File: src/hw/rtl/prp3d_pkg.sv
// ----------------------------------------------------------------------------
// prp3d_pkg
// Shared widths, types and register codes for the vertex projection pipeline.
// ----------------------------------------------------------------------------
package prp3d_pkg;

  localparam int TRIG_FRAC_BITS = 14;
  localparam int COORD_BITS     = 12;

  localparam int COL_W      = 12;
  localparam int ELEV_W     = 16;
  localparam int COLOR_W    = 24;
  localparam int OUT_W      = 16;
  localparam int TRIG_W     = 16;
  localparam int SCALE_W    = 16;
  localparam int OFF_W      = 16;
  localparam int MAP_W      = 13;
  localparam int DS_W       = 17;
  localparam int CFG_IDX_W  = 3;
  localparam int CFG_DATA_W = 32;
  localparam int WIDE_W     = 64;

  function automatic int imax(input int a, input int b);
    return (a > b) ? a : b;
  endfunction

  // Column / row bits actually used
  localparam int CU_W  = (COORD_BITS < COL_W) ? COORD_BITS : COL_W;
  // Centered coordinates in half units
  localparam int CX_W  = imax(CU_W + 1, MAP_W) + 2;
  localparam int CZ_W  = imax(ELEV_W + 1, DS_W) + 1;
  // First rotation products and sums
  localparam int AB_W  = TRIG_W + imax(CX_W, CZ_W);
  localparam int PX_W  = imax(AB_W, CX_W + TRIG_FRAC_BITS) + 1;
  // Second rotation products and pre-round sums
  localparam int EF_W  = TRIG_W + imax(PX_W, CX_W);
  localparam int PYR_W = imax(EF_W, TRIG_W + CX_W + TRIG_FRAC_BITS) + 1;
  localparam int PY_W  = imax(PYR_W - TRIG_FRAC_BITS, PX_W);
  localparam int PZ_W  = imax(PYR_W - TRIG_FRAC_BITS, CZ_W + TRIG_FRAC_BITS) + 1;
  // Scaling and final offset
  localparam int FIN_SH = TRIG_FRAC_BITS + 9;
  localparam int MX_W  = PX_W + SCALE_W + 1;
  localparam int MY_W  = PY_W + SCALE_W + 1;
  localparam int SX_W  = imax(MX_W, OFF_W + FIN_SH) + 1;
  localparam int SY_W  = imax(MY_W, OFF_W + FIN_SH) + 1;

  typedef logic signed [TRIG_W-1:0] trig_t;
  typedef logic signed [OFF_W-1:0]  off_t;
  typedef logic signed [CX_W-1:0]   cx_t;
  typedef logic signed [CZ_W-1:0]   cz_t;
  typedef logic signed [AB_W-1:0]   ab_t;
  typedef logic signed [PX_W-1:0]   px_t;
  typedef logic signed [EF_W-1:0]   ef_t;
  typedef logic signed [PYR_W-1:0]  pyr_t;
  typedef logic signed [PY_W-1:0]   py_t;
  typedef logic signed [PZ_W-1:0]   pz_t;
  typedef logic signed [MX_W-1:0]   mx_t;
  typedef logic signed [MY_W-1:0]   my_t;
  typedef logic signed [SX_W-1:0]   sx_t;
  typedef logic signed [SY_W-1:0]   sy_t;
  typedef logic signed [OUT_W-1:0]  out_t;
  typedef logic signed [WIDE_W-1:0] wide_t;
  typedef logic [COLOR_W-1:0]       color_t;

  typedef enum logic {
    MODE_ROTATE,
    MODE_OBLIQUE
  } proj_mode_e;

  typedef enum logic [CFG_IDX_W-1:0] {
    CFG_MODE,
    CFG_ROT_Y,
    CFG_ROT_X,
    CFG_SCALE,
    CFG_OFFSET,
    CFG_MAP_W,
    CFG_MAP_H,
    CFG_DEPTH_SUM
  } cfg_reg_e;

  typedef struct packed {
    proj_mode_e       mode;
    logic [31:0]      rot_y;
    logic [31:0]      rot_x;
    logic [SCALE_W-1:0] scale;
    logic [31:0]      offset;
    logic [MAP_W-1:0] map_width;
    logic [MAP_W-1:0] map_height;
    logic [DS_W-1:0]  depth_sum;
  } cfg_t;

  localparam logic [31:0]        TRIG_RST  = 32'h4000_0000;
  localparam logic [SCALE_W-1:0] SCALE_RST = 16'd256;
  localparam logic [MAP_W-1:0]   MAP_RST   = 13'd1;

endpackage

File: src/hw/rtl/prp3d_cfg.sv
// ----------------------------------------------------------------------------
// prp3d_cfg
// Configuration register file; one register written per beat.
// ----------------------------------------------------------------------------
module prp3d_cfg
  import prp3d_pkg::*;
(
  input  logic                  clk,
  input  logic                  rst,
  input  logic                  cfg_valid,
  output logic                  cfg_ready,
  input  logic [CFG_IDX_W-1:0]  cfg_index,
  input  logic [CFG_DATA_W-1:0] cfg_data,
  output cfg_t                  cfg
);

  cfg_reg_e idx;

  assign cfg_ready = 1'b1;
  assign idx       = cfg_reg_e'(cfg_index);

  always_ff @(posedge clk) begin
    if (rst) begin
      cfg.mode       <= MODE_ROTATE;
      cfg.rot_y      <= TRIG_RST;
      cfg.rot_x      <= TRIG_RST;
      cfg.scale      <= SCALE_RST;
      cfg.offset     <= '0;
      cfg.map_width  <= MAP_RST;
      cfg.map_height <= MAP_RST;
      cfg.depth_sum  <= '0;
    end else if (cfg_valid && cfg_ready) begin
      unique case (idx)
        CFG_MODE:      cfg.mode       <= proj_mode_e'(cfg_data[0]);
        CFG_ROT_Y:     cfg.rot_y      <= cfg_data[31:0];
        CFG_ROT_X:     cfg.rot_x      <= cfg_data[31:0];
        CFG_SCALE:     cfg.scale      <= cfg_data[SCALE_W-1:0];
        CFG_OFFSET:    cfg.offset     <= cfg_data[31:0];
        CFG_MAP_W:     cfg.map_width  <= cfg_data[MAP_W-1:0];
        CFG_MAP_H:     cfg.map_height <= cfg_data[MAP_W-1:0];
        CFG_DEPTH_SUM: cfg.depth_sum  <= cfg_data[DS_W-1:0];
        default:       cfg.mode       <= cfg.mode;
      endcase
    end
  end

`ifndef SYNTH
  a_scale_write: assert property (@(posedge clk) disable iff (rst)
    (cfg_valid && cfg_ready && idx == CFG_SCALE) |=> cfg.scale == $past(cfg_data[SCALE_W-1:0]))
    else $error("scale register did not take the written beat");

  a_mode_write: assert property (@(posedge clk) disable iff (rst)
    (cfg_valid && cfg_ready && idx == CFG_MODE) |=> cfg.mode == $past(cfg_data[0]))
    else $error("projection mode did not take the written beat");
`endif

endmodule

File: config.mk
export PLATFORM = sky130hd
export DESIGN_NAME = prp3d_cfg
export DESIGN_NICKNAME = d
export VERILOG_FILES = /design/src/hw/rtl/prp3d_pkg.sv /design/src/hw/rtl/prp3d_cfg.sv
export SDC_FILE = /design/constraint.sdc
export NUM_CORES = 1
export LEC_CHECK = 0
export BUFFER_PORTS_ARGS = -buffer_cell sky130_fd_sc_hd__buf_2
export CELL_PAD_IN_SITES_DETAIL_PLACEMENT = 1
export CELL_PAD_IN_SITES_GLOBAL_PLACEMENT = 1
export CORE_AREA = 5 5 134 136
export DETAILED_ROUTE_END_ITERATION = 8
export DIE_AREA = 0 0 139 141
export PLACE_DENSITY = 0.83
export SLEW_MARGIN = 40
export SYNTH_ARGS = -nofsm -noshare
export SYNTH_HDL_FRONTEND = slang
export SYNTH_SLANG_ARGS = --single-unit
File: constraint.sdc
create_clock -name clk -period 1.6 [get_ports clk]
set_clock_uncertainty 0.2 [all_clocks]
set_input_delay 0.32 -clock clk [delete_from_list [all_inputs] [get_ports clk]]
set_output_delay 0.32 -clock clk [all_outputs]
set_load 0.005 [all_outputs]
==> results_dict.tcl <==
set metrics [dict create \
    rows 48 \
    start_util_pct 37.48 \
    register_area_um2 3123 \
    drc 0 \
    power_w 0.008809 \
    port_buffers 193 \
    fin_crit_sh_pct 90.66 \
    crit_family "flip-flops" \
    worstReg2RegStart "cfg[19]$_SDFFE_PP0P_" \
    die_y_um 141 \
    antenna_found_initial 0 \
    critPathLaunch "cfg[51]$_SDFFE_PP0P_" \
    finalSetupViolCount 0 \
    end_kind "primary output" \
    synth_largest_area_cell "dfxtp_1" \
    path_max_fanout 2 \
    cts_root_buffer "clkbuf_16" \
    post-route-util_pct 48.57 \
    status "completed" \
    synth_edf_count 0 \
    ys_seq_area_share_pct 49.55 \
    top_register "cfg" \
    gp_congestion 0.7535 \
    synthTopCellsByCount "nand2b_1 (183), dfxtp_1 (156), mux2i_1 (156)" \
    clkSlewWorstSetupHoldPaths_ns 0.06 \
    cp_slowest_cell "dfxtp_1" \
    nets 786 \
    rr_worst_depth 2 \
    fillers 1901 \
    dieArea_um2 19600 \
    htreeDepth 4 \
    hold_path_class "in2reg" \
    async_flop_share_pct 0 \
    synth.ff_latch_count 156 \
    overflow 0 \
    path_buf_inv 1 \
    wl_met2_mm 8.791 \
    fmax_ghz 0.6894 \
    largest_reg_flops 156 \
    postRouteAntennaNets 0 \
    p_per_area_nw_per_um2 1078 \
    crit_chain "buf_2" \
    grt_max_degree 50 \
    drt-wirelength-per-cell_um 18.13 \
    multi_input_area_um2 2869 \
    critPathMaxStageDelay_ns 0.38 \
    clock_latency_ns 0.41 \
    via_count 4628 \
    cp.required_ns 1.08 \
    core-area_um2 16820 \
    maxCapViolations 0 \
    dpl.hpwl_mm 12.96 \
    route.met3.wl_mm 1.113 \
    peakVddDrop_uv 719.4 \
    min_from "cfg_data[23]" \
    fin_tns_setup_ns 0 \
    netlist_area_um2 6302 \
    hold_violations 0 \
    clock-sinks 156 \
    first_iter_violations 147 \
    min_period_ns 1.451 \
    yosysUniqueCellTypes 16 \
    grt_pass1_vias 5140 \
    worst-setup-path-type "reg2out" \
    synthCells 558 \
    crit_arrival_ns 0.93 \
    synth_fp_nets 596 \
    yosys_warnings 0 \
    drt_first_pass_iters 4 \
    drv_slew 0 \
    synth_flop_cell "dfxtp_1" \
    fp.dieW_um 139 \
    reg_top3 "cfg (156)" \
    io_pins 195 \
    cp.depth 1 \
    cts_tree "built" \
    r2r_slack_ns 0.73 \
    vias_per_cell 4.694 \
    startpoint_type "flip-flop" \
    hold_depth 3 \
    synth.most_common_cell "nand2b_1" \
    drive_above_1_share_pct 32.59 \
    clockBufferDepth 2 \
    grt_usage_pct 18.37 \
    syn2layout_area_growth_pct 29.60 \
    highest_layer "met4" \
    wl_met1_mm 7.772 \
    rsz0062_at_grt "no" \
    grt_pass1_wl_mm 28.38 \
    synth_area_leaders "dfxtp_1 (50%), mux2i_1 (25%), nand2b_1 (18%), buf_6 (2.5%), clkbuf_1 (1.1%)" \
    whs_ns 0.02068 \
    leakage_nw 4.283 \
    synth.avg_cell_area_um2 11.29 \
    n_antenna_cell 0 \
    cts_made_buffers 17 \
    yosysTopAreaCellShare_pct 49.55 \
    wl_mm 17.88 \
]
## what timing repair did
| action | 4_1_cts | 5_1_grt |
|---|---|---|
| gates resized for setup | 0 | 0 |
| hold buffers | 2 | 0 |
| endpoints found under the setup margin | 0 | 0 |
| setup buffers | 0 | 0 |
| hold endpoints to repair | 4 | 0 |
## cells by family (layout without fill, tap and decap cells)
| group | Yosys count | after routing | share of synthesized area, % |
|---|---|---|---|
| buf+inv | 44 | 247 | 5.182 |
| flops | 156 | 156 | 49.55 |
| mux | 156 | 156 | 24.78 |
| other cells | 1 | 1 | 0.05950 |
| simple gates | 201 | 201 | 20.43 |
## per-stage QoR
step | std cells | worst slack, ns | area, um2
after floorplan | 558 | 0.1950 | 6302
after global placement | 952 | 0.07009 | 7530
after detailed placement | 952 | 0.05265 | 7530
after CTS | 986 | 0.1298 | 8168
after global routing | 986 | 0.1023 | 8168
final | 986 | 0.1494 | 8168
## cell usage in the layout (no fill, tap or decap)
master,synthesis,routed
clkbuf_16,0,17
nand4b_1,1,1
inv_6,0,1
clkbuf_8,0,2
nand4bb_1,3,2
bufinv_16,0,3
clkinvlp_4,0,3
nor2_1,8,8
buf_4,5,10
mux2i_1,156,156
nand4_1,1,1
nand4b_2,2,2
conb_1,1,1
and4bb_1,2,2
buf_2,4,192
nand4bb_4,0,1
clkinv_4,0,2
inv_8,0,1
dlygate4sd3_1,0,2
dfxtp_1,156,156
clkinv_2,0,3
nand2b_1,183,183
nor4b_1,1,1
buf_12,2,11
## worst reg2reg max path: stages (launching register included)
cell      delay (ns)
dfxtp_1         0.34
nand2b_1        0.09
mux2i_1         0.17
## where the power goes
part           leakage, nW  switching (W)  internal [W]  total [W]
clock network        0.297        0.00164       0.00255    0.00419
registers             1.26      0.0000497       0.00397    0.00402
logic                 2.72       0.000302      0.000301   0.000603
## final timing paths
| kind | endpoint |
|---|---|
| min | cfg[66]$_SDFFE_PP0P_ |
| min reg2reg | cfg[155]$_SDFFE_PP0P_ |
| max reg2reg | cfg[19]$_SDFFE_PP0P_ |
| max | cfg[51] |
## final cells by class
class | instances | area share, %
Clock inverter | 13 | 2.022
Multi-Input combinational cell | 358 | 35.13
Timing Repair Buffer | 215 | 15.62
Tap cell | 225 | 3.447
Clock buffer | 19 | 5.545
Sequential cell | 156 | 38.24
## layer usage
| metal | global-route usage (%) | up-vias |
|---|---|---|
| met1 | 21.97 | 2235 |
| li1 | - | 2233 |
| met4 | 5.252 | 0 |
| met5 | 0 | - |
| met3 | 6.038 | 18 |
| met2 | 31.71 | 142 |
No activity file was read; power rests on OpenSTA's default activity.
