**src/hw/rtl/prp3d_pkg.sv**
```systemverilog
// ----------------------------------------------------------------------------
// prp3d_pkg
// Shared widths, types and register codes for the vertex projection pipeline.
// ----------------------------------------------------------------------------
package prp3d_pkg;

  localparam int TRIG_FRAC_BITS = 14;
  localparam int COORD_BITS     = 12;

  localparam int COL_W      = 12;
  localparam int ELEV_W     = 16;
  localparam int COLOR_W    = 24;
  localparam int OUT_W      = 16;
  localparam int TRIG_W     = 16;
  localparam int SCALE_W    = 16;
  localparam int OFF_W      = 16;
  localparam int MAP_W      = 13;
  localparam int DS_W       = 17;
  localparam int CFG_IDX_W  = 3;
  localparam int CFG_DATA_W = 32;
  localparam int WIDE_W     = 64;

  function automatic int imax(input int a, input int b);
    return (a > b) ? a : b;
  endfunction

  // Column / row bits actually used
  localparam int CU_W  = (COORD_BITS < COL_W) ? COORD_BITS : COL_W;
  // Centered coordinates in half units
  localparam int CX_W  = imax(CU_W + 1, MAP_W) + 2;
  localparam int CZ_W  = imax(ELEV_W + 1, DS_W) + 1;
  // First rotation products and sums
  localparam int AB_W  = TRIG_W + imax(CX_W, CZ_W);
  localparam int PX_W  = imax(AB_W, CX_W + TRIG_FRAC_BITS) + 1;
  // Second rotation products and pre-round sums
  localparam int EF_W  = TRIG_W + imax(PX_W, CX_W);
  localparam int PYR_W = imax(EF_W, TRIG_W + CX_W + TRIG_FRAC_BITS) + 1;
  localparam int PY_W  = imax(PYR_W - TRIG_FRAC_BITS, PX_W);
  localparam int PZ_W  = imax(PYR_W - TRIG_FRAC_BITS, CZ_W + TRIG_FRAC_BITS) + 1;
  // Scaling and final offset
  localparam int FIN_SH = TRIG_FRAC_BITS + 9;
  localparam int MX_W  = PX_W + SCALE_W + 1;
  localparam int MY_W  = PY_W + SCALE_W + 1;
  localparam int SX_W  = imax(MX_W, OFF_W + FIN_SH) + 1;
  localparam int SY_W  = imax(MY_W, OFF_W + FIN_SH) + 1;

  typedef logic signed [TRIG_W-1:0] trig_t;
  typedef logic signed [OFF_W-1:0]  off_t;
  typedef logic signed [CX_W-1:0]   cx_t;
  typedef logic signed [CZ_W-1:0]   cz_t;
  typedef logic signed [AB_W-1:0]   ab_t;
  typedef logic signed [PX_W-1:0]   px_t;
  typedef logic signed [EF_W-1:0]   ef_t;
  typedef logic signed [PYR_W-1:0]  pyr_t;
  typedef logic signed [PY_W-1:0]   py_t;
  typedef logic signed [PZ_W-1:0]   pz_t;
  typedef logic signed [MX_W-1:0]   mx_t;
  typedef logic signed [MY_W-1:0]   my_t;
  typedef logic signed [SX_W-1:0]   sx_t;
  typedef logic signed [SY_W-1:0]   sy_t;
  typedef logic signed [OUT_W-1:0]  out_t;
  typedef logic signed [WIDE_W-1:0] wide_t;
  typedef logic [COLOR_W-1:0]       color_t;

  typedef enum logic {
    MODE_ROTATE,
    MODE_OBLIQUE
  } proj_mode_e;

  typedef enum logic [CFG_IDX_W-1:0] {
    CFG_MODE,
    CFG_ROT_Y,
    CFG_ROT_X,
    CFG_SCALE,
    CFG_OFFSET,
    CFG_MAP_W,
    CFG_MAP_H,
    CFG_DEPTH_SUM
  } cfg_reg_e;

  typedef struct packed {
    proj_mode_e       mode;
    logic [31:0]      rot_y;
    logic [31:0]      rot_x;
    logic [SCALE_W-1:0] scale;
    logic [31:0]      offset;
    logic [MAP_W-1:0] map_width;
    logic [MAP_W-1:0] map_height;
    logic [DS_W-1:0]  depth_sum;
  } cfg_t;

  localparam logic [31:0]        TRIG_RST  = 32'h4000_0000;
  localparam logic [SCALE_W-1:0] SCALE_RST = 16'd256;
  localparam logic [MAP_W-1:0]   MAP_RST   = 13'd1;

endpackage

```
**src/hw/rtl/prp3d_center.sv**
```systemverilog
// ----------------------------------------------------------------------------
// prp3d_center
// Stage 1: center the vertex on the map in half units.
// ----------------------------------------------------------------------------
module prp3d_center
  import prp3d_pkg::*;
(
  input  logic                     clk,
  input  logic                     rst,
  input  cfg_t                     cfg,
  input  logic                     v_in,
  output logic                     up_en,
  input  logic [COL_W-1:0]         col,
  input  logic [COL_W-1:0]         row,
  input  logic signed [ELEV_W-1:0] elevation,
  input  color_t                   color,
  output logic                     v_out,
  input  logic                     down_en,
  output cx_t                      cx2,
  output cx_t                      cy2,
  output cz_t                      cz2,
  output color_t                   color_q
);

  logic en;
  cx_t  cx2_next;
  cx_t  cy2_next;
  cz_t  cz2_next;

  assign en    = !v_out || down_en;
  assign up_en = en;

  always_comb begin
    cx2_next = cx_t'({1'b0, col[CU_W-1:0], 1'b0}) - cx_t'(cfg.map_width) + cx_t'(1);
    cy2_next = cx_t'({1'b0, row[CU_W-1:0], 1'b0}) - cx_t'(cfg.map_height) + cx_t'(1);
    cz2_next = (cz_t'(elevation) <<< 1) - cz_t'($signed(cfg.depth_sum));
  end

  always_ff @(posedge clk) begin
    if (rst) begin
      v_out <= 1'b0;
    end else if (en) begin
      v_out <= v_in;
    end
  end

  always_ff @(posedge clk) begin
    if (en) begin
      cx2     <= cx2_next;
      cy2     <= cy2_next;
      cz2     <= cz2_next;
      color_q <= color;
    end
  end

endmodule

```
**config.mk**
```make
export PLATFORM = sky130hd
export DESIGN_NAME = prp3d_center
export DESIGN_NICKNAME = d
export VERILOG_FILES = /design/src/hw/rtl/prp3d_pkg.sv /design/src/hw/rtl/prp3d_center.sv
export SDC_FILE = /design/constraint.sdc
export NUM_CORES = 1
export LEC_CHECK = 0
export ABC_CLOCK_PERIOD_IN_PS = 6600
export CORE_MARGIN = 2
export CORE_UTILIZATION = 27
export DETAILED_ROUTE_END_ITERATION = 7
export DONT_BUFFER_PORTS = 1
export SLEW_MARGIN = 5
export SYNTH_ARGS = -nofsm -noshare
export SYNTH_HDL_FRONTEND = slang
export SYNTH_SLANG_ARGS = --single-unit
export TNS_END_PERCENT = 100
```
**constraint.sdc**
```tcl
create_clock -name clk -period 6.6 [get_ports clk]
set_clock_uncertainty 0.2 [all_clocks]
set_input_delay 0.33 -clock clk [delete_from_list [all_inputs] [get_ports clk]]
set_output_delay 0.33 -clock clk [all_outputs]
set_load 0.01 [all_outputs]
```
==> results by group <==
STA
  • Final hold slack: between 0.03 and 0.04 ns
  • Setup TNS: 0 ns
  • Least-Margin Pin Slew: approximately 1.0 ns
  • Slew HR: between 30% and 40%
  • RSZ-0062 raised after global routing: no
  • Final hold violations: 0
  • Final Critical Period: 3.27 ns
  • Final period util: slightly below 50%
  • Final setup violating endpoints: 0
  • Post-route setup slack: approximately 3.3 ns
  • Fmax: slightly above 300 MHz
  • Max-slew violation count: 0

Drt
  • Initial DRC count: 125
  • Initial DRT Pass Iterations: 6
  • Vias per cell: 4.69
  • Drt drc: 0
  • Drt wl/cell: 16.4 um
  • Routed Antenna Nets: 0
  • Vias post-DR: roughly 3300
  • Final WL: ~11 mm

Setup path
  • Crit Path Class: primary input to register
  • Worst Path Max Fanout: 4
  • CP Data Arrival Time: approximately 3.1 ns
  • Worst setup SP type: primary input
  • Critical Path RT: around 6.5 ns
  • Worst setup EP type: register

Global route
  • Met2 Usage GRT: between 10% and 20%
  • Met1 Use GR: between 10% and 20%
  • Met3 Use GR: 4.12%
  • GRT Total Usage: between 10 and 15%
  • GR peak layer: met2
  • Pin count of the biggest net entering global routing: 75
  • Vias in the first global route: 3234
  • Antenna violations before repair: 0
  • Grt ovf: 0
  • First-pass GRT wire length: about 17 mm

Placement
  • RD Place Congestion: 0.767
  • I/O Buffers: 0
  • Final HPWL DP: around 9.5 mm
  • Placement Setup Slack: 3.35 ns

Die
  • Die height: around 140 um
  • Row cnt: 48
  • Die area: around 0.018 sq mm
  • Ports: ~300
  • Core Box Area: 0.0171 sq mm
  • Die Wd: approximately 140 um
  • Initial Util: a little over a quarter

Clocking
  • Worst-Skew Late Latency: 0.33 ns
  • Clock Tree Buf Depth: 2
  • Num CTS Buffers: 9
  • Root buffer cell: clkbuf_16
  • Reg clk slew, reported paths: roughly 0.060 ns
  • Post_cts resized: 0
  • Clock sinks: 73
  • Htree depth: 3
  • CTS tree: done

Power and ir drop
  • Leak: 0.00229 uW
  • VDD IR max: roughly 0.12 mV
  • Sw Share: 28.1%
  • Flop pwr share: about 45%
  • Pwr/cell area: about 280 mW/mm^2
  • Int Pwr: between 1000 and 1500 uW
  • Clock share of power: a little over a third
  • Total net switching power: 433 uW
  • Combinational fraction of design power: a little under a fifth

Logic synthesis
  • Synth top area cells: edfxtp_1 (46%), ha_1 (11%), xnor2_1 (6.0%), xor2_1 (5.4%), inv_1 (4.3%)
  • Mapped Area: 0.00467 sq mm
  • Async set-reset flop share out of synthesis: 0%
  • Sequential area share after synthesis: a little under half
  • #FFs+latches synth: 73
  • YS warnings: 0
  • Post-synth EDFFs: 72
  • Synth top area share: 46.3%
  • Synthesized area per cell: between 10 and 15 sq um
  • Netlist cell types: between 50 and 60
  • Syn nets: ~700
  • Main synth FF type: edfxtp_1
  • Synth area leader: edfxtp_1
  • Cells after synthesis: between 400 and 500

Finish
  • Area Growth Syn to Fin: 19.5%
  • Layout cells sized above 1: 5.07%
  • ANT cells: 0
  • Final nets: roughly 740

Outcome
  • Status: completed

Hold path
  • Hold/Removal Path Class: primary input to register

Flow run
  • Max Cap Violations: 0
[routing by layer]
metal / routed length (um) / vias to the layer above
li1: - / 1622
met1: 5450 / 1511
met2: 4970 / 132
met3: 876 / 7
met4: 141 / 0
met5: 0 / -
[registers in the layout (all words and copies together), names as in the netlist]
signal and cells:
color_q 24, cz2 18, cx2 15, cy2 15, v_out 1
[worst paths after layout]
| path | cells past startpoint | to | startpoint | slack, ns |
|---|---|---|---|---|
| max | 10 | cy2[13] | cfg[17] | 3.33 |
| min | 1 | cx2[1] | cfg[30] | 0.04 |
| max reg2reg | 3 | v_out | v_out | 4.41 |
| min reg2reg | 1 | cz2[3] | v_out | 1.18 |
[power by group through the flow]
stage	Clock, uW	Sequential, uW	Combinational, uW
floorplan	0	672	228
global placement	0	704	272
detailed placement	0	705	280
CTS	573	695	296
global route	597	701	332
finish	555	692	292
[synthesized netlist by cell type, types with 2 or more instances]
master / number
a31oi_1: 3
xnor2_1: 32
nand3_1: 15
nand4_1: 5
ha_1: 42
a21o_1: 8
nor2_1: 25
and3_1: 6
o21ai_1: 5
nand2b_1: 2
nor2b_1: 4
inv_1: 53
a311oi_1: 2
o21ai_0: 8
edfxtp_1: 72
nor3b_1: 2
a21oi_1: 27
o41ai_1: 2
and2_1: 3
o21bai_1: 3
mux2i_1: 2
and4_1: 2
xor2_1: 29
fa_1: 3
nand2_1: 27
nor3_1: 12
o211ai_1: 2
o21a_1: 7
o31a_1: 2
a211oi_1: 4
[per-stage QoR]
stage                     utilization (%)  std cells  power, uW  area, sq um
final                                32.6        698       1540         5580
after global routing                 32.6        698       1630         5580
after global placement               29.0        654        976         4960
after CTS                            32.6        698       1560         5580
after floorplan                         -        430        901         4670
after detailed placement             29.0        654        985         4960
[logic make-up (layout without fill, tap and decap cells)]
logic type | Yosys count | after routing | synth area share [%]
buf+inv | 54 | 97 | 4.34
xor+xnor | 61 | 61 | 11.4
compound gates | 84 | 84 | 11.9
simple gates | 111 | 111 | 12.6
flops | 73 | 73 | 46.7
mux | 2 | 2 | 0.429
fa+ha+maj | 45 | 45 | 12.5
[critical path, cell delays in order]
cell and delay [ns]:
dlygate4sd3_1 0.56, inv_1 0.07, fa_1 0.40, a21o_1 0.24, a311oi_2 0.33, a2bb2oi_2 0.25, nand4_2 0.18, or4_4 0.46
nor4b_4 0.23, xor2_1 0.09
[final cells by class]
| cell class | instances | area [sq um] |
|---|---|---|
| well taps | 225 | 282 |
| fillers | 1747 | 11500 |
| inverters | 53 | 199 |
| flip-flops and latches | 73 | 2180 |
| clock inverters | 6 | 116 |
| clock buffers | 10 | 229 |
| repair buffers | 28 | 280 |
| multi-input cells | 303 | 2290 |
[placed cells by master, fill, tap and decap left out, types with 2 or more instances in the layout]
| cell type | instances |
|---|---|
| dlygate4sd3_1 | 28 |
| a21oi_1 | 27 |
| nor2b_1 | 4 |
| o41ai_1 | 2 |
| nor2_1 | 25 |
| nand2_1 | 27 |
| a31oi_1 | 3 |
| and4_1 | 2 |
| inv_1 | 53 |
| nand3_1 | 15 |
| edfxtp_1 | 72 |
| a311oi_1 | 2 |
| ha_1 | 42 |
| clkbuf_16 | 9 |
| nand4_1 | 5 |
| clkinv_4 | 3 |
| o21ai_0 | 8 |
| o211ai_1 | 2 |
| nor3b_1 | 2 |
| and3_1 | 6 |
| fa_1 | 3 |
| a211oi_1 | 4 |
| xnor2_1 | 32 |
| o21a_1 | 7 |
| xor2_1 | 29 |
| nor3_1 | 12 |
| bufinv_16 | 3 |
| a21o_1 | 8 |
| o21ai_1 | 5 |
| mux2i_1 | 2 |
| o21bai_1 | 3 |
| and2_1 | 3 |
| o31a_1 | 2 |
[repair_timing]
item | CTS | global route
endpoints found under the setup margin | 0 | 0
buffers inserted | 0 | 0
hold buffers | 28 | 0
hold endpoints to repair | 28 | 0
Power figures use the tool's default switching activity.
