File: config.mk
export PLATFORM = sky130hd
export DESIGN_NAME = prp3d_screen
export DESIGN_NICKNAME = d
export VERILOG_FILES = /design/src/hw/rtl/prp3d_pkg.sv /design/src/hw/rtl/prp3d_screen.sv
export SDC_FILE = /design/constraint.sdc
export NUM_CORES = 2
export LEC_CHECK = 0
export ABC_AREA = 0
export ABC_CLOCK_PERIOD_IN_PS = 22500
export BUFFER_PORTS_ARGS = -buffer_cell sky130_fd_sc_hd__buf_2
export CAP_MARGIN = 20
export CORE_ASPECT_RATIO = 1.1
export CORE_UTILIZATION = 60
export DETAILED_ROUTE_END_ITERATION = 7
export PLACE_DENSITY = 0.89
export SYNTH_ARGS = -nofsm -noshare
export SYNTH_HDL_FRONTEND = slang
export SYNTH_SLANG_ARGS = --single-unit
File: constraint.sdc
create_clock -name clk -period 22.5 [get_ports clk]
set_input_delay 1.125 -clock clk [delete_from_list [all_inputs] [get_ports clk]]
set_output_delay 1.125 -clock clk [all_outputs]
set_load 0.005 [all_outputs]
File: src/hw/rtl/prp3d_pkg.sv
// ----------------------------------------------------------------------------
// prp3d_pkg
// Shared widths, types and register codes for the vertex projection pipeline.
// ----------------------------------------------------------------------------
package prp3d_pkg;

  localparam int TRIG_FRAC_BITS = 14;
  localparam int COORD_BITS     = 12;

  localparam int COL_W      = 12;
  localparam int ELEV_W     = 16;
  localparam int COLOR_W    = 24;
  localparam int OUT_W      = 16;
  localparam int TRIG_W     = 16;
  localparam int SCALE_W    = 16;
  localparam int OFF_W      = 16;
  localparam int MAP_W      = 13;
  localparam int DS_W       = 17;
  localparam int CFG_IDX_W  = 3;
  localparam int CFG_DATA_W = 32;
  localparam int WIDE_W     = 64;

  function automatic int imax(input int a, input int b);
    return (a > b) ? a : b;
  endfunction

  // Column / row bits actually used
  localparam int CU_W  = (COORD_BITS < COL_W) ? COORD_BITS : COL_W;
  // Centered coordinates in half units
  localparam int CX_W  = imax(CU_W + 1, MAP_W) + 2;
  localparam int CZ_W  = imax(ELEV_W + 1, DS_W) + 1;
  // First rotation products and sums
  localparam int AB_W  = TRIG_W + imax(CX_W, CZ_W);
  localparam int PX_W  = imax(AB_W, CX_W + TRIG_FRAC_BITS) + 1;
  // Second rotation products and pre-round sums
  localparam int EF_W  = TRIG_W + imax(PX_W, CX_W);
  localparam int PYR_W = imax(EF_W, TRIG_W + CX_W + TRIG_FRAC_BITS) + 1;
  localparam int PY_W  = imax(PYR_W - TRIG_FRAC_BITS, PX_W);
  localparam int PZ_W  = imax(PYR_W - TRIG_FRAC_BITS, CZ_W + TRIG_FRAC_BITS) + 1;
  // Scaling and final offset
  localparam int FIN_SH = TRIG_FRAC_BITS + 9;
  localparam int MX_W  = PX_W + SCALE_W + 1;
  localparam int MY_W  = PY_W + SCALE_W + 1;
  localparam int SX_W  = imax(MX_W, OFF_W + FIN_SH) + 1;
  localparam int SY_W  = imax(MY_W, OFF_W + FIN_SH) + 1;

  typedef logic signed [TRIG_W-1:0] trig_t;
  typedef logic signed [OFF_W-1:0]  off_t;
  typedef logic signed [CX_W-1:0]   cx_t;
  typedef logic signed [CZ_W-1:0]   cz_t;
  typedef logic signed [AB_W-1:0]   ab_t;
  typedef logic signed [PX_W-1:0]   px_t;
  typedef logic signed [EF_W-1:0]   ef_t;
  typedef logic signed [PYR_W-1:0]  pyr_t;
  typedef logic signed [PY_W-1:0]   py_t;
  typedef logic signed [PZ_W-1:0]   pz_t;
  typedef logic signed [MX_W-1:0]   mx_t;
  typedef logic signed [MY_W-1:0]   my_t;
  typedef logic signed [SX_W-1:0]   sx_t;
  typedef logic signed [SY_W-1:0]   sy_t;
  typedef logic signed [OUT_W-1:0]  out_t;
  typedef logic signed [WIDE_W-1:0] wide_t;
  typedef logic [COLOR_W-1:0]       color_t;

  typedef enum logic {
    MODE_ROTATE,
    MODE_OBLIQUE
  } proj_mode_e;

  typedef enum logic [CFG_IDX_W-1:0] {
    CFG_MODE,
    CFG_ROT_Y,
    CFG_ROT_X,
    CFG_SCALE,
    CFG_OFFSET,
    CFG_MAP_W,
    CFG_MAP_H,
    CFG_DEPTH_SUM
  } cfg_reg_e;

  typedef struct packed {
    proj_mode_e       mode;
    logic [31:0]      rot_y;
    logic [31:0]      rot_x;
    logic [SCALE_W-1:0] scale;
    logic [31:0]      offset;
    logic [MAP_W-1:0] map_width;
    logic [MAP_W-1:0] map_height;
    logic [DS_W-1:0]  depth_sum;
  } cfg_t;

  localparam logic [31:0]        TRIG_RST  = 32'h4000_0000;
  localparam logic [SCALE_W-1:0] SCALE_RST = 16'd256;
  localparam logic [MAP_W-1:0]   MAP_RST   = 13'd1;

endpackage

File: src/hw/rtl/prp3d_screen.sv
// ----------------------------------------------------------------------------
// prp3d_screen
// Stages 6..7: zoom, screen offset, rounding and saturation to pixels.
// ----------------------------------------------------------------------------
module prp3d_screen
  import prp3d_pkg::*;
(
  input  logic   clk,
  input  logic   rst,
  input  cfg_t   cfg,
  input  logic   v_in,
  output logic   up_en,
  input  px_t    px,
  input  py_t    py,
  input  pz_t    pz,
  input  color_t color_in,
  output logic   out_valid,
  input  logic   out_stall,
  output out_t   screen_x,
  output out_t   screen_y,
  output out_t   view_depth,
  output color_t color_out
);

  logic   en6, en7, v6;
  mx_t    s6_mx;
  my_t    s6_my;
  pz_t    s6_rz;
  color_t s6_color;
  sx_t    sum_x;
  sy_t    sum_y;
  off_t   offx, offy;

  function automatic out_t sat_out(input wide_t v);
    wide_t hi, lo;
    hi = wide_t'(2 ** (OUT_W - 1) - 1);
    lo = -wide_t'(2 ** (OUT_W - 1));
    if (v > hi) begin
      return out_t'(hi);
    end else if (v < lo) begin
      return out_t'(lo);
    end
    return out_t'(v);
  endfunction

  assign offx  = off_t'(cfg.offset[31:16]);
  assign offy  = off_t'(cfg.offset[15:0]);

  assign en7   = !out_valid || !out_stall;
  assign en6   = !v6 || en7;
  assign up_en = en6;

  always_ff @(posedge clk) begin
    if (rst) begin
      v6        <= 1'b0;
      out_valid <= 1'b0;
    end else begin
      if (en6) v6 <= v_in;
      if (en7) out_valid <= v6;
    end
  end

  always_ff @(posedge clk) begin
    if (en6) begin
      s6_mx    <= mx_t'(px) * mx_t'({1'b0, cfg.scale});
      s6_my    <= my_t'(py) * my_t'({1'b0, cfg.scale});
      s6_rz    <= (pz + (pz_t'(1) <<< TRIG_FRAC_BITS)) >>> (TRIG_FRAC_BITS + 1);
      s6_color <= color_in;
    end
  end

  always_comb begin
    sum_x = sx_t'(s6_mx) + (sx_t'(offx) <<< FIN_SH) + (sx_t'(1) <<< (FIN_SH - 1));
    sum_y = sy_t'(s6_my) + (sy_t'(offy) <<< FIN_SH) + (sy_t'(1) <<< (FIN_SH - 1));
  end

  always_ff @(posedge clk) begin
    if (en7) begin
      screen_x   <= sat_out(wide_t'(sum_x >>> FIN_SH));
      screen_y   <= sat_out(wide_t'(sum_y >>> FIN_SH));
      view_depth <= sat_out(wide_t'(s6_rz));
      color_out  <= s6_color;
    end
  end

endmodule

==> out/qor.csv <==
metric;value;unit
design.die.area;81800;um2
yosysWarnings;0;
globalRouteMet1Util;0.367;
clk_transition_reported_paths;0.08;ns
route.detailed.wl_per_inst;18.9;um
final-setup-viol-count;0;
antenna_violations_before_repair;10;
design.final.nets;6926;
remaining_drc_errors;0;
post_synth_arst_share;0;
setup_tns_after_final_layout;0;ns
worst-setup-path-type;primary input to register;
clkLatencyLatePin;0.51;ns
core;79300;um2
cts_made_buffers;17;
areaGrowthSynthToFinish;5.19;%
vias_in_the_first_global_route;40400;
tritoncts_num_sinks;185;
h_tree_depth;4;
via_per_inst;5.74;
layout.area.seq;5540;um2
num_rows;108;
grt_busiest_layer;met2;
grt_usage;0.308;
run_status;completed;
min-delay-start;s6_color[22];
worst-r2r-cell-count;11;
max_freq;0.114;GHz
ioPinCount;370;
num_vias;36100;
globalplace.congestion;0.893;
ctsLongestPathBuffers;2;
hold_path.class;register to register;
ys_seq_elements;185;
num-fill-cells;5991;
post_cts_hold_buffer_count;0;
synth_enable_flop_cells;183;
die_w;273;um
routed_wirelength;119;mm
synth_seq_area_share;0.114;
postCtsSetupBuffers;0;
start_util;0.610;
syn_nets;6859;
cts_tree;yes;
top_reg_cell_synth;sky130_fd_sc_hd__edfxtp_1;
detailedPlace.worstSlack;13.35;ns
timing.critical_path.required;22.76;ns
worstPathArrival;9.06;ns
crit_path_max_fanout;49;
launching_instance_or_port_of_the_critical_path;cfg[85];
grt_start_max_net_pins;74;
ant_nets;0;
start_kind;primary input;
globalRouteMet2Util;0.543;
unrepaired_setup_endpoints_after_global_routing;false;
timing.final.crit_period;8.81;ns
initialDrtViolationCount;2420;
fin_max_slew_vios;0;
grt_pass1_wl;199;mm
fraction_of_layout_instances_using_a_drive_strength_above_1;0.0614;
met3_usage;0.0476;
yosys.cell_types.count;84;
whs_path_depth;0;
ctsResizeCount;0;
worst_clock_skew;0.0127;ns
clock_root_buffer;sky130_fd_sc_hd__clkbuf_16;
grt.overflow.total;0;
timing.final.ws_setup;13.70;ns
slew-limit-headroom;0.218;
hold_violations;0;
dr.pass1.iters;6;
die_height;300;um
synth_area;48400;um2
portBuffers;247;
max_cap_violations;0;
cp-end-kind;register;
multiInputGateArea;37300;um2
tightest_slew;1.17;ns
min_period_over_period;0.391;
dp_hpwl;87.7;mm
worstReg2RegStart;s6_my[22];
syn_avg_cell_area;9.39;um2
netlist_instances;5151;
-- cells in the mapped netlist (5+ instances only) --
cell type / n / area (um2)
sky130_fd_sc_hd__nor3_1: 19 / 95.1
sky130_fd_sc_hd__o211ai_1: 14 / 105
sky130_fd_sc_hd__and4_1: 9 / 78.8
sky130_fd_sc_hd__nor2_1: 59 / 221
sky130_fd_sc_hd__xnor2_1: 94 / 823
sky130_fd_sc_hd__and3_1: 18 / 113
sky130_fd_sc_hd__a211o_1: 8 / 70.1
sky130_fd_sc_hd__nor2b_1: 16 / 100
sky130_fd_sc_hd__a21oi_1: 126 / 631
sky130_fd_sc_hd__nand3_1: 44 / 220
sky130_fd_sc_hd__a221oi_1: 5 / 43.8
sky130_fd_sc_hd__o21ai_1: 5 / 25.0
sky130_fd_sc_hd__edfxtp_1: 183 / 5500
sky130_fd_sc_hd__inv_1: 1268 / 4760
sky130_fd_sc_hd__o21ai_0: 91 / 455
sky130_fd_sc_hd__xor2_1: 52 / 455
sky130_fd_sc_hd__o21a_1: 18 / 135
sky130_fd_sc_hd__ha_1: 310 / 3880
sky130_fd_sc_hd__a211oi_1: 12 / 90.1
sky130_fd_sc_hd__and2_1: 429 / 2680
sky130_fd_sc_hd__nand4_1: 26 / 163
sky130_fd_sc_hd__or3_1: 7 / 43.8
sky130_fd_sc_hd__mux2i_1: 5 / 50.1
sky130_fd_sc_hd__o22ai_1: 6 / 37.5
sky130_fd_sc_hd__a2111oi_0: 7 / 61.3
sky130_fd_sc_hd__nand2b_1: 9 / 56.3
sky130_fd_sc_hd__a21boi_0: 5 / 37.5
sky130_fd_sc_hd__fa_1: 1102 / 22100
sky130_fd_sc_hd__a21o_1: 69 / 518
sky130_fd_sc_hd__nor4_1: 7 / 43.8
sky130_fd_sc_hd__clkbuf_1: 212 / 796
sky130_fd_sc_hd__nand2_1: 806 / 3030
sky130_fd_sc_hd__a31oi_1: 14 / 87.6
sky130_fd_sc_hd__o31ai_1: 5 / 37.5
sky130_fd_sc_hd__o21bai_1: 13 / 97.6
-- state kept, by name, indices dropped and copies added, names as in the netlist --
name and count:
s6_rz 24, color_out 24, screen_y 16, s6_my 33, v6 1, out_valid 1, s6_color 24, s6_mx 30
view_depth 16, screen_x 16
-- path summary, 6_finish.rpt --
path | end | slack, ns
hold / removal | color_out[22] | 0.42
setup reg to reg | screen_y[1] | 18.08
hold reg to reg | color_out[22] | 0.42
setup / recovery | s6_my[54] | 13.70
-- metrics by stage --
stage                     utilization  cell area, um2  hold slack (ns)  std cells
after global routing            0.641           50900            0.427       6283
after detailed placement        0.633           50200            0.405       6241
after CTS                       0.641           50800            0.421       6273
final                           0.641           50900            0.421       6285
after floorplan                     -           48400            0.400       5151
after global placement          0.633           50200            0.400       6240
-- layout make-up --
cell class | instances | share of cell area
diodes | 9 | 0.000443
clock buffers | 18 | 0.00843
clock inverters | 14 | 0.00307
inverters | 1268 | 0.0935
multi-input cells | 3478 | 0.732
flip-flops and latches | 185 | 0.109
well taps | 1045 | 0.0257
repair buffers | 268 | 0.0279
-- cells by family after synthesis --
| group | synth area share |
|---|---|
| buffers and inverters | 0.116 |
| AO/OA/AOI/OAI | 0.0621 |
| flip-flops | 0.114 |
| XOR/XNOR | 0.0264 |
| AND/OR/NAND/NOR | 0.144 |
| multiplexers | 0.00127 |
| adder cells (fa/ha/maj) | 0.536 |
-- worst max-delay path, stage by stage --
cell,delay (ns)
sky130_fd_sc_hd__buf_2,0.58
sky130_fd_sc_hd__buf_4,0.67
sky130_fd_sc_hd__nand2_1,0.18
sky130_fd_sc_hd__fa_1,0.57
sky130_fd_sc_hd__inv_1,0.06
sky130_fd_sc_hd__fa_1,0.55
sky130_fd_sc_hd__fa_1,0.47
sky130_fd_sc_hd__fa_1,0.52
sky130_fd_sc_hd__fa_1,0.54
sky130_fd_sc_hd__inv_1,0.06
sky130_fd_sc_hd__fa_1,0.58
sky130_fd_sc_hd__inv_1,0.06
sky130_fd_sc_hd__ha_1,0.23
sky130_fd_sc_hd__a2111oi_0,0.41
sky130_fd_sc_hd__o21ai_1,0.14
sky130_fd_sc_hd__a221oi_1,0.39
sky130_fd_sc_hd__nor3_1,0.13
sky130_fd_sc_hd__a2111oi_2,0.33
sky130_fd_sc_hd__o31ai_1,0.26
sky130_fd_sc_hd__a221o_1,0.46
sky130_fd_sc_hd__a2111o_1,0.41
sky130_fd_sc_hd__a31oi_1,0.22
sky130_fd_sc_hd__xnor2_1,0.09
-- routing by layer --
| layer | share of wire | up-vias | routed length, um |
|---|---|---|---|
| met5 | 0.00042 | - | 50 |
| met4 | 0.051 | 8 | 6100 |
| met3 | 0.080 | 507 | 9560 |
| met2 | 0.52 | 1696 | 61800 |
| met1 | 0.35 | 18400 | 41600 |
| li1 | - | 15500 | - |
-- placed cells by master, fill, tap and decap left out, drive strengths merged, types with 4 or more instances in the layout --
| cell type | n |
|---|---|
| inv | 1275 |
| fa | 1102 |
| nand2 | 807 |
| and2 | 430 |
| ha | 310 |
| buf | 268 |
| edfxtp | 183 |
| a21oi | 126 |
| o21ai | 98 |
| xnor2 | 94 |
| a21o | 71 |
| nor2 | 59 |
| xor2 | 52 |
| nand3 | 44 |
| nand4 | 26 |
| nor3 | 19 |
| o21a | 18 |
| and3 | 18 |
| clkbuf | 18 |
| nor2b | 16 |
| o211ai | 15 |
| a31oi | 14 |
| a211oi | 14 |
| o21bai | 13 |
| a2111oi | 10 |
| diode | 9 |
| and4 | 9 |
| nand2b | 9 |
| a211o | 8 |
| or3 | 7 |
| nor4 | 7 |
| o22ai | 6 |
| a21boi | 5 |
| a221oi | 5 |
| o31ai | 5 |
| mux2i | 5 |
| o2111ai | 4 |
| o41ai | 4 |
| clkinv | 4 |
Power is left out: the tool's default activity adds up to more than one toggle a clock period on the data nets, which glitch-free logic cannot reach.
